File: src/hw/rtl/sorted_key_bracket_interpolator_defines.svh
// Assertion macros shared by the bracket interpolator RTL.
// Uses the enclosing module's clk and rst; no other dependencies.
`ifndef SORTED_KEY_BRACKET_INTERPOLATOR_DEFINES_SVH
`define SORTED_KEY_BRACKET_INTERPOLATOR_DEFINES_SVH
`ifndef NO_ASSERTIONS
`define SKBI_ASSERT(lbl, prop, msg) \
  lbl: assert property (@(posedge clk) disable iff (rst) prop) else $error(msg);
`define SKBI_ASSERT_ALWAYS(lbl, prop, msg) \
  lbl: assert property (@(posedge clk) prop) else $error(msg);
`else
`define SKBI_ASSERT(lbl, prop, msg)
`define SKBI_ASSERT_ALWAYS(lbl, prop, msg)
`endif
`endif

File: src/hw/rtl/skbi_pkg.sv
// Shared types and constants for the sorted key bracket interpolator.
// No dependencies; used by every module of the block.
`default_nettype none
package skbi_pkg;

  localparam int KEY_W     = 16;
  localparam int DUR_W     = 16;
  localparam int FRAC_W    = 16;
  localparam int IDX_OUT_W = 4;
  localparam int CNT_OUT_W = 5;
  localparam int STATUS_W  = 2;
  localparam int DIV_CNT_W = 5;

  localparam logic [DIV_CNT_W-1:0] DIV_STEPS = 5'd16;
  localparam logic [FRAC_W-1:0]    FRAC_MAX  = 16'hFFFF;

  localparam logic CMD_QUERY  = 1'b0;
  localparam logic CMD_INSERT = 1'b1;

  localparam logic [STATUS_W-1:0] ST_QUERY_DONE = 2'd0;
  localparam logic [STATUS_W-1:0] ST_INSERTED   = 2'd1;
  localparam logic [STATUS_W-1:0] ST_FULL_DROP  = 2'd2;
  localparam logic [STATUS_W-1:0] ST_IGNORED    = 2'd3;

  // One table entry: the key and the duration live in the same memory word.
  typedef struct packed {
    logic signed [KEY_W-1:0] key;
    logic [DUR_W-1:0]        dur;
  } entry_t;

  typedef struct packed {
    logic              start;
    logic [FRAC_W-1:0] num;
    logic [FRAC_W-1:0] den;
  } div_req_t;

endpackage
`default_nettype wire

File: src/hw/rtl/skbi_mem.sv
// Sample table memory: one write port, one read port, registered read data.
// Depends on skbi_pkg for the entry type.
`default_nettype none
module skbi_mem #(
  parameter int DEPTH = 16,
  parameter int AW    = 4
) (
  input  wire logic                 clk,
  input  wire logic                 we,
  input  wire logic [AW-1:0]        wa,
  input  wire skbi_pkg::entry_t     wd,
  input  wire logic [AW-1:0]        ra,
  output skbi_pkg::entry_t          rd
);
  import skbi_pkg::*;

  entry_t mem [DEPTH];

  always_ff @(posedge clk) begin
    if (we) begin
      mem[wa] <= wd;
    end
  end

  always_ff @(posedge clk) begin
    rd <= mem[ra];
  end

endmodule
`default_nettype wire

File: src/hw/rtl/skbi_div.sv
// Restoring divider for the Q0.16 fraction, one quotient bit per cycle.
// Depends on skbi_pkg for the request type and widths.
`default_nettype none
module skbi_div (
  input  wire logic                          clk,
  input  wire logic                          rst,
  input  wire skbi_pkg::div_req_t            req,
  output logic                               done,
  output logic [skbi_pkg::FRAC_W-1:0]        quot
);
  import skbi_pkg::*;

  logic                 busy;
  logic [DIV_CNT_W-1:0] cnt;
  logic [FRAC_W-1:0]    rem;
  logic [FRAC_W-1:0]    den;
  logic [FRAC_W:0]      trial;
  logic [FRAC_W:0]      trial_sub;
  logic                 fits;

  always_comb begin
    trial     = {rem, 1'b0};
    trial_sub = trial - {1'b0, den};
    fits      = trial >= {1'b0, den};
  end

  always_ff @(posedge clk) begin
    if (rst) begin
      busy <= 1'b0;
      done <= 1'b0;
    end else begin
      done <= 1'b0;
      if (req.start) begin
        den <= req.den;
        // A zero span gives zero; the key sitting on the upper key saturates.
        if (req.den == '0) begin
          quot <= '0;
          done <= 1'b1;
        end else if (req.num >= req.den) begin
          quot <= FRAC_MAX;
          done <= 1'b1;
        end else begin
          rem  <= req.num;
          quot <= '0;
          cnt  <= DIV_STEPS;
          busy <= 1'b1;
        end
      end else if (busy) begin
        if (fits) begin
          rem  <= trial_sub[FRAC_W-1:0];
          quot <= {quot[FRAC_W-2:0], 1'b1};
        end else begin
          rem  <= trial[FRAC_W-1:0];
          quot <= {quot[FRAC_W-2:0], 1'b0};
        end
        cnt <= cnt - DIV_CNT_W'(1);
        if (cnt == DIV_CNT_W'(1)) begin
          busy <= 1'b0;
          done <= 1'b1;
        end
      end
    end
  end

endmodule
`default_nettype wire

File: src/hw/rtl/sorted_key_bracket_interpolator.sv
// Sorted key bracket interpolator. The block holds up to SLOTS samples
// (signed Q8.8 key, Q8.8 duration) sorted by key in a single-port-read sample
// memory, and handles one item at a time, giving exactly one result item per
// input item. An ignored insert, a dropped insert, a query on an empty table and
// an insert into an empty table go from dispatch straight to the result register;
// any other insert walks down from the top entry, moving one entry up per cycle
// until it finds a smaller key. A query is checked against the first entry and
// then the last, and is clamped at either one; an interior key scans one entry per
// cycle up to its bracket and then runs a 16-step divider, whose steps are skipped
// when the key equals the upper key, and a multiply-add. The next item is accepted
// in the cycle after the result register is loaded, even while that result still
// waits to be taken; a stalled result delays the loading of the following one.
// Depends on skbi_pkg, skbi_mem, skbi_div and the assertion macro header.
`default_nettype none
`include "sorted_key_bracket_interpolator_defines.svh"
module sorted_key_bracket_interpolator #(
  parameter int SLOTS = 16
) (
  input  wire logic                               clk,
  input  wire logic                               rst,
  input  wire logic                               in_valid,
  output logic                                    in_stall,
  input  wire logic                               command,
  input  wire logic signed [skbi_pkg::KEY_W-1:0]  key,
  input  wire logic [skbi_pkg::DUR_W-1:0]         sample_duration,
  input  wire logic                               sample_present,
  output logic                                    out_valid,
  input  wire logic                               out_stall,
  output logic [skbi_pkg::IDX_OUT_W-1:0]          index_low,
  output logic [skbi_pkg::IDX_OUT_W-1:0]          index_high,
  output logic [skbi_pkg::FRAC_W-1:0]             fraction,
  output logic [skbi_pkg::DUR_W-1:0]              blended_duration,
  output logic [skbi_pkg::CNT_OUT_W-1:0]          entry_count,
  output logic [skbi_pkg::STATUS_W-1:0]           status
);
  import skbi_pkg::*;

  localparam int AW = $clog2(SLOTS);
  localparam int CW = $clog2(SLOTS + 1);

  typedef enum logic [3:0] {
    S_IDLE, S_DISP, S_INS_CMP, S_INS_PUT, S_Q0, S_QLAST, S_QSCAN,
    S_QDIV, S_MUL, S_ADD, S_FIN
  } state_t;

  state_t state;

  // Latched item.
  logic                    cmd_r;
  logic signed [KEY_W-1:0] key_r;
  logic [DUR_W-1:0]        dur_r;
  logic                    present_r;

  logic [CW-1:0]           cnt;
  logic [CW-1:0]           cnt_m1;
  logic [AW-1:0]           j;
  logic [AW-1:0]           m;
  entry_t                  prev;

  // Working result.
  logic [AW-1:0]           lo_i;
  logic [AW-1:0]           hi_i;
  logic [DUR_W-1:0]        dl;
  logic [DUR_W-1:0]        dh;
  logic [FRAC_W-1:0]       frac;
  logic [DUR_W-1:0]        bdur;
  logic [STATUS_W-1:0]     st;
  logic signed [33:0]      prod;
  logic signed [16:0]      ddiff;
  logic signed [33:0]      sum;

  // Memory and divider hookup.
  logic                    mem_we;
  logic [AW-1:0]           mem_wa;
  entry_t                  mem_wd;
  logic [AW-1:0]           mem_ra;
  entry_t                  rdata;
  logic signed [KEY_W-1:0] rkey;
  entry_t                  new_entry;
  div_req_t                div_req;
  logic                    div_done;
  logic [FRAC_W-1:0]       div_quot;
  logic signed [KEY_W:0]   span_w;
  logic signed [KEY_W:0]   num_w;
  logic                    found;

  logic [AW+IDX_OUT_W-1:0] lo_ext;
  logic [AW+IDX_OUT_W-1:0] hi_ext;
  logic [CW+CNT_OUT_W-1:0] cnt_ext;

  skbi_mem #(.DEPTH(SLOTS), .AW(AW)) u_mem (
    .clk (clk),
    .we  (mem_we),
    .wa  (mem_wa),
    .wd  (mem_wd),
    .ra  (mem_ra),
    .rd  (rdata)
  );

  skbi_div u_div (
    .clk  (clk),
    .rst  (rst),
    .req  (div_req),
    .done (div_done),
    .quot (div_quot)
  );

  assign in_stall  = (state != S_IDLE);
  assign cnt_m1    = cnt - CW'(1);
  assign rkey      = rdata.key;
  assign new_entry = '{key: key_r, dur: dur_r};
  assign found     = key_r <= rkey;
  assign span_w    = $signed({rkey[KEY_W-1], rkey}) - $signed({prev.key[KEY_W-1], prev.key});
  assign num_w     = $signed({key_r[KEY_W-1], key_r})
                   - $signed({prev.key[KEY_W-1], prev.key});
  assign ddiff     = $signed({1'b0, dh}) - $signed({1'b0, dl});
  assign sum       = $signed({2'b00, dl, 16'h0000}) + prod + $signed(34'd32768);
  assign lo_ext    = {{IDX_OUT_W{1'b0}}, lo_i};
  assign hi_ext    = {{IDX_OUT_W{1'b0}}, hi_i};
  assign cnt_ext   = {{CNT_OUT_W{1'b0}}, cnt};

  always_comb begin
    div_req.start = (state == S_QSCAN) && found;
    div_req.num   = num_w[FRAC_W-1:0];
    div_req.den   = span_w[FRAC_W-1:0];
  end

  // Memory port control. A write and a read whose data is used never touch the same
  // entry in the same cycle, and the next item's first read comes after the last write.
  always_comb begin
    mem_we = 1'b0;
    mem_wa = j;
    mem_wd = new_entry;
    mem_ra = '0;
    case (state)
      S_DISP: begin
        if (cmd_r == CMD_INSERT && present_r && cnt != CW'(SLOTS)) begin
          if (cnt == '0) begin
            mem_we = 1'b1;
            mem_wa = '0;
          end else begin
            mem_ra = cnt_m1[AW-1:0];
          end
        end
      end
      S_INS_CMP: begin
        mem_we = 1'b1;
        if (rkey >= key_r) begin
          mem_wd = rdata;
          mem_ra = j - AW'(2);
        end
      end
      S_INS_PUT: begin
        mem_we = 1'b1;
      end
      S_Q0: begin
        mem_ra = cnt_m1[AW-1:0];
      end
      S_QLAST: begin
        mem_ra = AW'(1);
      end
      S_QSCAN: begin
        mem_ra = m + AW'(1);
      end
      default: begin
      end
    endcase
  end

  always_ff @(posedge clk) begin
    if (rst) begin
      state     <= S_IDLE;
      cnt       <= '0;
      out_valid <= 1'b0;
    end else begin
      // S_FIN reloads the output register itself, so it is cleared here only
      // in the other states.
      if (out_valid && !out_stall && state != S_FIN) begin
        out_valid <= 1'b0;
      end
      case (state)
        S_IDLE: begin
          if (in_valid) begin
            cmd_r     <= command;
            key_r     <= key;
            dur_r     <= sample_duration;
            present_r <= sample_present;
            state     <= S_DISP;
          end
        end
        S_DISP: begin
          lo_i <= '0;
          hi_i <= '0;
          frac <= '0;
          bdur <= '0;
          if (cmd_r == CMD_INSERT) begin
            if (!present_r) begin
              st    <= ST_IGNORED;
              state <= S_FIN;
            end else if (cnt == CW'(SLOTS)) begin
              st    <= ST_FULL_DROP;
              state <= S_FIN;
            end else if (cnt == '0) begin
              cnt   <= CW'(1);
              st    <= ST_INSERTED;
              state <= S_FIN;
            end else begin
              j     <= cnt[AW-1:0];
              st    <= ST_INSERTED;
              state <= S_INS_CMP;
            end
          end else begin
            st    <= ST_QUERY_DONE;
            state <= (cnt == '0) ? S_FIN : S_Q0;
          end
        end
        S_INS_CMP: begin
          // Entries whose key is not less than the new one move up by one.
          if (rkey < key_r) begin
            cnt   <= cnt + CW'(1);
            state <= S_FIN;
          end else if (j == AW'(1)) begin
            j     <= '0;
            state <= S_INS_PUT;
          end else begin
            j <= j - AW'(1);
          end
        end
        S_INS_PUT: begin
          cnt   <= cnt + CW'(1);
          state <= S_FIN;
        end
        S_Q0: begin
          if (cnt == CW'(1) || key_r <= rkey) begin
            dl    <= rdata.dur;
            dh    <= rdata.dur;
            state <= S_MUL;
          end else begin
            prev  <= rdata;
            state <= S_QLAST;
          end
        end
        S_QLAST: begin
          if (key_r >= rkey) begin
            lo_i  <= cnt_m1[AW-1:0];
            hi_i  <= cnt_m1[AW-1:0];
            dl    <= rdata.dur;
            dh    <= rdata.dur;
            state <= S_MUL;
          end else begin
            m     <= AW'(1);
            state <= S_QSCAN;
          end
        end
        S_QSCAN: begin
          if (found) begin
            lo_i  <= m - AW'(1);
            hi_i  <= m;
            dl    <= prev.dur;
            dh    <= rdata.dur;
            state <= S_QDIV;
          end else begin
            prev <= rdata;
            m    <= m + AW'(1);
          end
        end
        S_QDIV: begin
          if (div_done) begin
            frac  <= div_quot;
            state <= S_MUL;
          end
        end
        S_MUL: begin
          // dl*(1-f) + dh*f is formed as dl + (dh-dl)*f.
          prod  <= ddiff * $signed({1'b0, frac});
          state <= S_ADD;
        end
        S_ADD: begin
          bdur  <= sum[31:16];
          state <= S_FIN;
        end
        S_FIN: begin
          if (!out_valid || !out_stall) begin
            index_low        <= lo_ext[IDX_OUT_W-1:0];
            index_high       <= hi_ext[IDX_OUT_W-1:0];
            fraction         <= frac;
            blended_duration <= bdur;
            entry_count      <= cnt_ext[CNT_OUT_W-1:0];
            status           <= st;
            out_valid        <= 1'b1;
            state            <= S_IDLE;
          end
        end
        default: begin
          state <= S_IDLE;
        end
      endcase
    end
  end

  `SKBI_ASSERT(a_cnt_bound, cnt <= CW'(SLOTS), "entry count above table size")
  `SKBI_ASSERT(a_busy_after_accept, (in_valid && !in_stall) |=> in_stall, "no stall after accept")
  `SKBI_ASSERT(a_shift_index, (state == S_INS_CMP) |-> (j != '0), "shift index reached zero")
  `SKBI_ASSERT(a_div_done_state, div_done |-> (state == S_QDIV), "divider done outside wait")

endmodule
`default_nettype wire

File: config.mk
export PLATFORM = sky130hd
export DESIGN_NAME = sorted_key_bracket_interpolator
export DESIGN_NICKNAME = d
export VERILOG_FILES = /design/src/hw/rtl/skbi_pkg.sv /design/src/hw/rtl/skbi_mem.sv /design/src/hw/rtl/skbi_div.sv /design/src/hw/rtl/sorted_key_bracket_interpolator.sv
export VERILOG_INCLUDE_DIRS = /design/src /design/src/hw/rtl
export SDC_FILE = /design/constraint.sdc
export NUM_CORES = 2
export LEC_CHECK = 0
export ABC_AREA = 1
export BUFFER_PORTS_ARGS = -buffer_cell sky130_fd_sc_hd__buf_2
export CAP_MARGIN = 30
export CORE_ASPECT_RATIO = 0.8
export CORE_UTILIZATION = 30
export DETAILED_ROUTE_END_ITERATION = 8
export GPL_ROUTABILITY_DRIVEN = 1
export MAX_ROUTING_LAYER = met4
export PLACE_DENSITY = 0.57
export SYNTH_ARGS = -nofsm -noshare
export SYNTH_HDL_FRONTEND = slang
export SYNTH_SLANG_ARGS = --single-unit
File: constraint.sdc
create_clock -name clk -period 6.7 [get_ports clk]
set_input_delay 0 -clock clk [delete_from_list [all_inputs] [get_ports clk]]
set_output_delay 0 -clock clk [all_outputs]
set_load 0.005 [all_outputs]
Yosys cells after proc, flatten, opt, wreduce, memory -nomap -nowiden:

Memory sizes are Yosys's and may differ from the RTL's. A register that Yosys moved wholly into a read port is not among the register bits.
Cells that the tools add are included.

* memories kept: 1
* output and inout port bits: 49
* memory bits (writable): 512
* input bits: 38
* register bits after elaboration: 292
* word-level logic and storage cells: 219

* $mul: 1
* reductions and logical operators: 41
* bitwise logic cells: 1
* multiplexer cells: 90
* order comparisons: 6
* add/subtract/negate cells: 13
* eq/ne operators: 35

Memory list
* u_mem.mem: depth 16, bits a word 32, rd ports 1, clocked after memory_dff 1, wr ports 1, RTL line skbi_mem.sv:17 `entry_t mem [DEPTH];`

Operators by type and width (count)
* two-way mux 16 bit: 14
* two-way mux 32 bit: 4
* two-way mux 4 bit: 30
* one-hot mux 16 bit (3 select lines): 2
* one-hot mux 16 bit (2 select lines): 2
* one-hot mux 32 bit (2 select lines): 1
* >= comparator 16 bit: 3
* subtractor 16 bit: 3
* two-way mux 5 bit: 9
* one-hot mux 4 bit (10 select lines): 1
* inequality test 2 bit, second input constant: 17
* adder 32 x 17 -> 32 bit, second input constant: 1
* adder 32 bit: 1
* multiplier 17 x 17 -> 32 bit: 1
* one-hot mux 4 bit (3 select lines): 2
* one-hot mux 4 bit (5 select lines): 1
* two-way mux 1 bit: 18
* >= comparator 17 x 16 -> 1 bit: 1
* subtractor 16 x 16 -> 17 bit: 1
* == test 4 x 3 -> 1 bit, second input constant: 4
* <= comparator 16 bit: 1
* zero test 16 bit: 1
* < comparator 16 bit: 1
* one-hot mux 4 bit (2 select lines): 2
* 33 further kinds: 66

Depth between registers and ports, before layout:

* depth in word-level cells: 6
* depth in mapped cells: 39
* depth with buffers taken out: 39

Cells and area by module:

From an unflattened synthesis, not the netlist that was laid out.

* cells, all modules: 5031
* area total of the unflattened synthesis: 48569.1 µm²

Modules (own cells, without submodules)
* skbi_mem: cells an instance 2120, area each 22730.6 µm², seq. area each 16015.4 µm², instances 1
* sorted_key_bracket_interpolator: cells an instance 2391, area each 21793.4 µm², seq. area each 6566.3 µm², instances 1
* skbi_div: cells an instance 520, area each 4045.1 µm², seq. area each 1631.6 µm², instances 1

Worst setup path before layout:

No wires, ideal clock.

* path kind: register to register
* from: reg dl[0]
* to: reg prod[27] (data pin)
* setup slack: -0.481 ns
* data required time: 6.448 ns
* data arrival time: 6.929 ns
* clock period less this slack: 7.181 ns
* buffers on the path: 0
* setup time: 0.252 ns
* cell stages (with the launch flop): 38
* cells stage by stage: edfxtp_1 > ha_1 > fa_1 > o21ai_1 > o21ai_1 > o21ai_1 > nand2_1 > nand2_1 > nand2_1 > nand2_2 > nand3_1 > nand2_1 > xor2_2 > inv_2 > nor2_1 > fa_1 > inv_1 > fa_1 > [... 2 more ...] > inv_1 > fa_1 > inv_1 > fa_1 > inv_1 > fa_1 > inv_1 > ha_1 > nand2_1 > nor2_1 > nand4_1 > o21ai_0 > a21oi_1 > o21ai_0 > a21o_1 > nand2_1 > nand3_1 > nand2_1

* cells in the longest elaborated chain, start to end: 2

Ends and longest elaborated chain
* start, declared: RTL line sorted_key_bracket_interpolator.sv:63 `logic [DUR_W-1:0] dl;`
* start signal, assigned: RTL line sorted_key_bracket_interpolator.sv:235 `dl <= rdata.dur;`
* start signal, assigned: RTL line sorted_key_bracket_interpolator.sv:247 `dl <= rdata.dur;`
* start signal, assigned: RTL line sorted_key_bracket_interpolator.sv:259 `dl <= prev.dur;`
* subtractor 16 x 16 -> 17 bit: RTL line sorted_key_bracket_interpolator.sv:116 `assign ddiff = $signed({1'b0, dh}) - $signed({1'b0, dl});`
* multiplier 17 x 17 -> 32 bit: RTL line sorted_key_bracket_interpolator.sv:275 `prod <= ddiff * $signed({1'b0, frac});`
* end signal, assigned: RTL line sorted_key_bracket_interpolator.sv:275
* end, declared: RTL line sorted_key_bracket_interpolator.sv:68 `logic signed [33:0] prod;`

No other way between the ends.
A chain may end at the register's enable or synchronous reset.

Worst setup path in the final report:

* from: reg dl[0]
* to: reg prod[23] (data pin)

Same word-level chain as after synthesis.

==> results.cfg <==
[status]
status = complete, but fails checks
violations = DRC, setup timing

[final_layout]
fillers = 15900
fin_nets = 5755
antenna_cells = 0
register_area_mm2 = 0.0242
final_layout_size_suffix_gt1_frac = 0.149
syn2layout_area_growth_pct = 19.7
design_area_mm2 = 0.0579
multi_input_area_mm2 = 0.0206

[sta]
min_period_over_period = 1.07
rsz0062_at_grt = yes
post-route-min-period_ns = 7.19
slew_headroom = 0.308
max_clock_freq_mhz = 139
finalClockSkew_ns = 0.0859
worst_slack_ns = -0.490
tightest_slew_ns = 1.04
slew_violations = 0
finalSetupViolCount = 17
hold_violations = 0

[drt]
ant_nets = 0
dr_total_vias = 35000
drt-vias-per-instance = 4.71
drt_first_pass_iters = 8
wl_per_cell_um = 18.3
drt_first_iter_violations = 3209
wirelength_um = 136000
drc = 5

[synth]
avgSynthCellArea_um2 = 9.93
synth_edf_count = 777
post-synth-top-area-cell = edfxtp_1
syn_inst = 4872
synthArstFlopShare = 0
synth_commonest_cells = 971 x inv_1, 786 x nand2_1, 777 x edfxtp_1
netlist_top_cells_area = edfxtp_1 48%, fa_1 11%, inv_1 7.5%
synth.yosys.seq_area_share = 0.501
ys_types = 53
yosysTopAreaCellShare = 0.482
synth-main-ff-cell = edfxtp_1
yosys_warnings = 0
syn_nets = 5376
ys_seq_elements = 821
syn_area_mm2 = 0.0484
yosysMostFrequentCell = inv_1

[floorplanning]
die_w_um = 451
ioPinCount = 87
die_area_mm2 = 0.163
start_util = 0.303
num_rows = 131
core_mm2 = 0.160
die_h_um = 361

[setup_path]
crit_path_end_kind = flop
cp_max_fo = 5
reg2reg_depth = 37
r2r-end = prod[23]
cpMostUsedCell = fa_1
crit_required_ns = 7.10
worstSetupPathType = reg2reg
crit_arrival_ns = 7.59
cp_num_buf_inv = 9
r2r_setup_slack_ns = -0.49
cp_slowest_stage_delay_ns = 0.50
rr_startpoint = dl[0]
slowest_stage = fa_1
start_kind = flop
cp_top_family = adder cells

[placement]
io_buffer_count = 86
gp_congestion = 0.904
place_area_mm2 = 0.0532
place_hpwl_um = 90500

[cts]
clk_pin_slew_worst_paths_ns = 0.06
cts_made_buffers = 83
cts.sinks = 821
cts.path.max_buffers = 3
clk_root_buffer_cell = clkbuf_16
clock_latency_ns = 0.73
cts-htree-levels = 3
cts_tree = yes

[grt]
grt_max_degree = 128
antenna_found_initial = 2
track_usage = 0.170
grt_pass1_vias = 34400
grt_pass1_wl_um = 208000
overflow = 0

[flow_run]
maxCapViolations = 0

[min_path]
hold-path-endpoint = dur_r[6]
hp-class = in2reg
hold_path_depth = 2
hp-start = sample_duration[6]
state kept, by name, indices dropped and copies added, names as in the netlist, 17 cells and up:
register and count:
u_mem.rd 32, prev 32, prod 17, u_mem.mem 512
worst max path at each step:
stage	to	depth (start not counted)	from
detailed placement	prod[31]	31	dl[0]
CTS	prod[29]	34	dl[0]
finish	prod[23]	37	dl[0]
floorplan	prod[27]	38	dl[0]
global route	prod[29]	32	dl[0]
global placement	prod[29]	33	dl[0]
through the flow:
stage          cells  TNS [ns]  worst slack (ns)  utilization  hold slack, ns
2_1_floorplan   4872    -0.108           -0.0529            -          0.0785
3_3_place_gp    7189     -7.30            -0.536        0.333           0.178
3_5_place_dp    7193     -8.61            -0.638        0.333           0.178
4_1_cts         7438     -5.54            -0.461        0.360         0.00121
5_1_grt         7449    -10.34            -0.732        0.362          0.0350
6_report        7449     -5.92            -0.490        0.362          0.0481
worst reg2reg max path, delay by kind of cell, from the launching register on:
kind	cells	cell delay, ns
buffers and inverters	9	0.69
AOI/OAI and AO/OA	10	1.45
adders and majority gates	9	3.64
DFF	1	0.43
xor gates and xnor gates	2	0.22
and+or+nand+nor	7	0.53
what timing repair did:
action / 4_1_cts / 5_1_grt
cloned: 2 / 0
buffers inserted: 34 / 13
endpoints found under the setup margin: 17 / 17
pin swaps: 101 / 80
hold endpoints to repair: 59 / 0
hold buffers: 55 / 0
gates resized for setup: 120 / 66
cell families (layout without fill, tap and decap cells):
| logic type | count (synthesis) | count (layout) | share of synthesized area |
|---|---|---|---|
| buf+inv | 1185 | 1633 | 0.0972 |
| fa+ha+maj | 466 | 466 | 0.162 |
| xor+xnor | 90 | 91 | 0.0168 |
| simple gates | 1921 | 1921 | 0.179 |
| flops | 821 | 821 | 0.501 |
| compound gates | 389 | 389 | 0.0449 |
cells in the final DEF (no fill, tap or decap), types with 11 or more instances in the layout:
| cell type | n |
|---|---|
| inv_1 | 945 |
| edfxtp_1 | 777 |
| nand2_1 | 763 |
| nand3_1 | 670 |
| buf_4 | 305 |
| fa_1 | 255 |
| nor2_1 | 240 |
| ha_1 | 179 |
| a21oi_1 | 144 |
| o21ai_0 | 110 |
| nand3b_1 | 98 |
| buf_2 | 87 |
| clkbuf_16 | 83 |
| xor2_1 | 55 |
| dlygate4sd3_1 | 55 |
| dfxtp_1 | 44 |
| inv_2 | 39 |
| xnor2_1 | 26 |
| nor2_4 | 26 |
| clkinv_1 | 24 |
| nand2_2 | 21 |
| buf_6 | 21 |
| ha_4 | 18 |
| nor3_1 | 17 |
| o21ai_1 | 17 |
| a21oi_2 | 16 |
| nor2_2 | 15 |
| nand4_1 | 15 |
| clkinv_2 | 15 |
| bufinv_16 | 13 |
| a21oi_4 | 12 |
| or2_2 | 12 |
| nand2_4 | 11 |
| o21a_1 | 11 |
| fa_2 | 11 |
layer usage:
layer | global-route usage | share of wire | up-vias
met3 | 0.0266 | 0.067 | 193
met5 | - | 0 | -
li1 | - | - | 16600
met2 | 0.254 | 0.44 | 1123
met4 | 0.0416 | 0.024 | 0
met1 | 0.242 | 0.47 | 17100
layout make-up:
type / instances / share of cell area
tap: 2128 / 0.0460
timing repair buffer: 477 / 0.0641
clock inverter: 57 / 0.0135
sequential: 821 / 0.418
clock buffer: 98 / 0.0377
inverter: 1001 / 0.0650
multi-input combinational: 2867 / 0.355
Power is not shown: default switching activity piles up to over one toggle a cycle in this logic, so the estimate is an artifact.
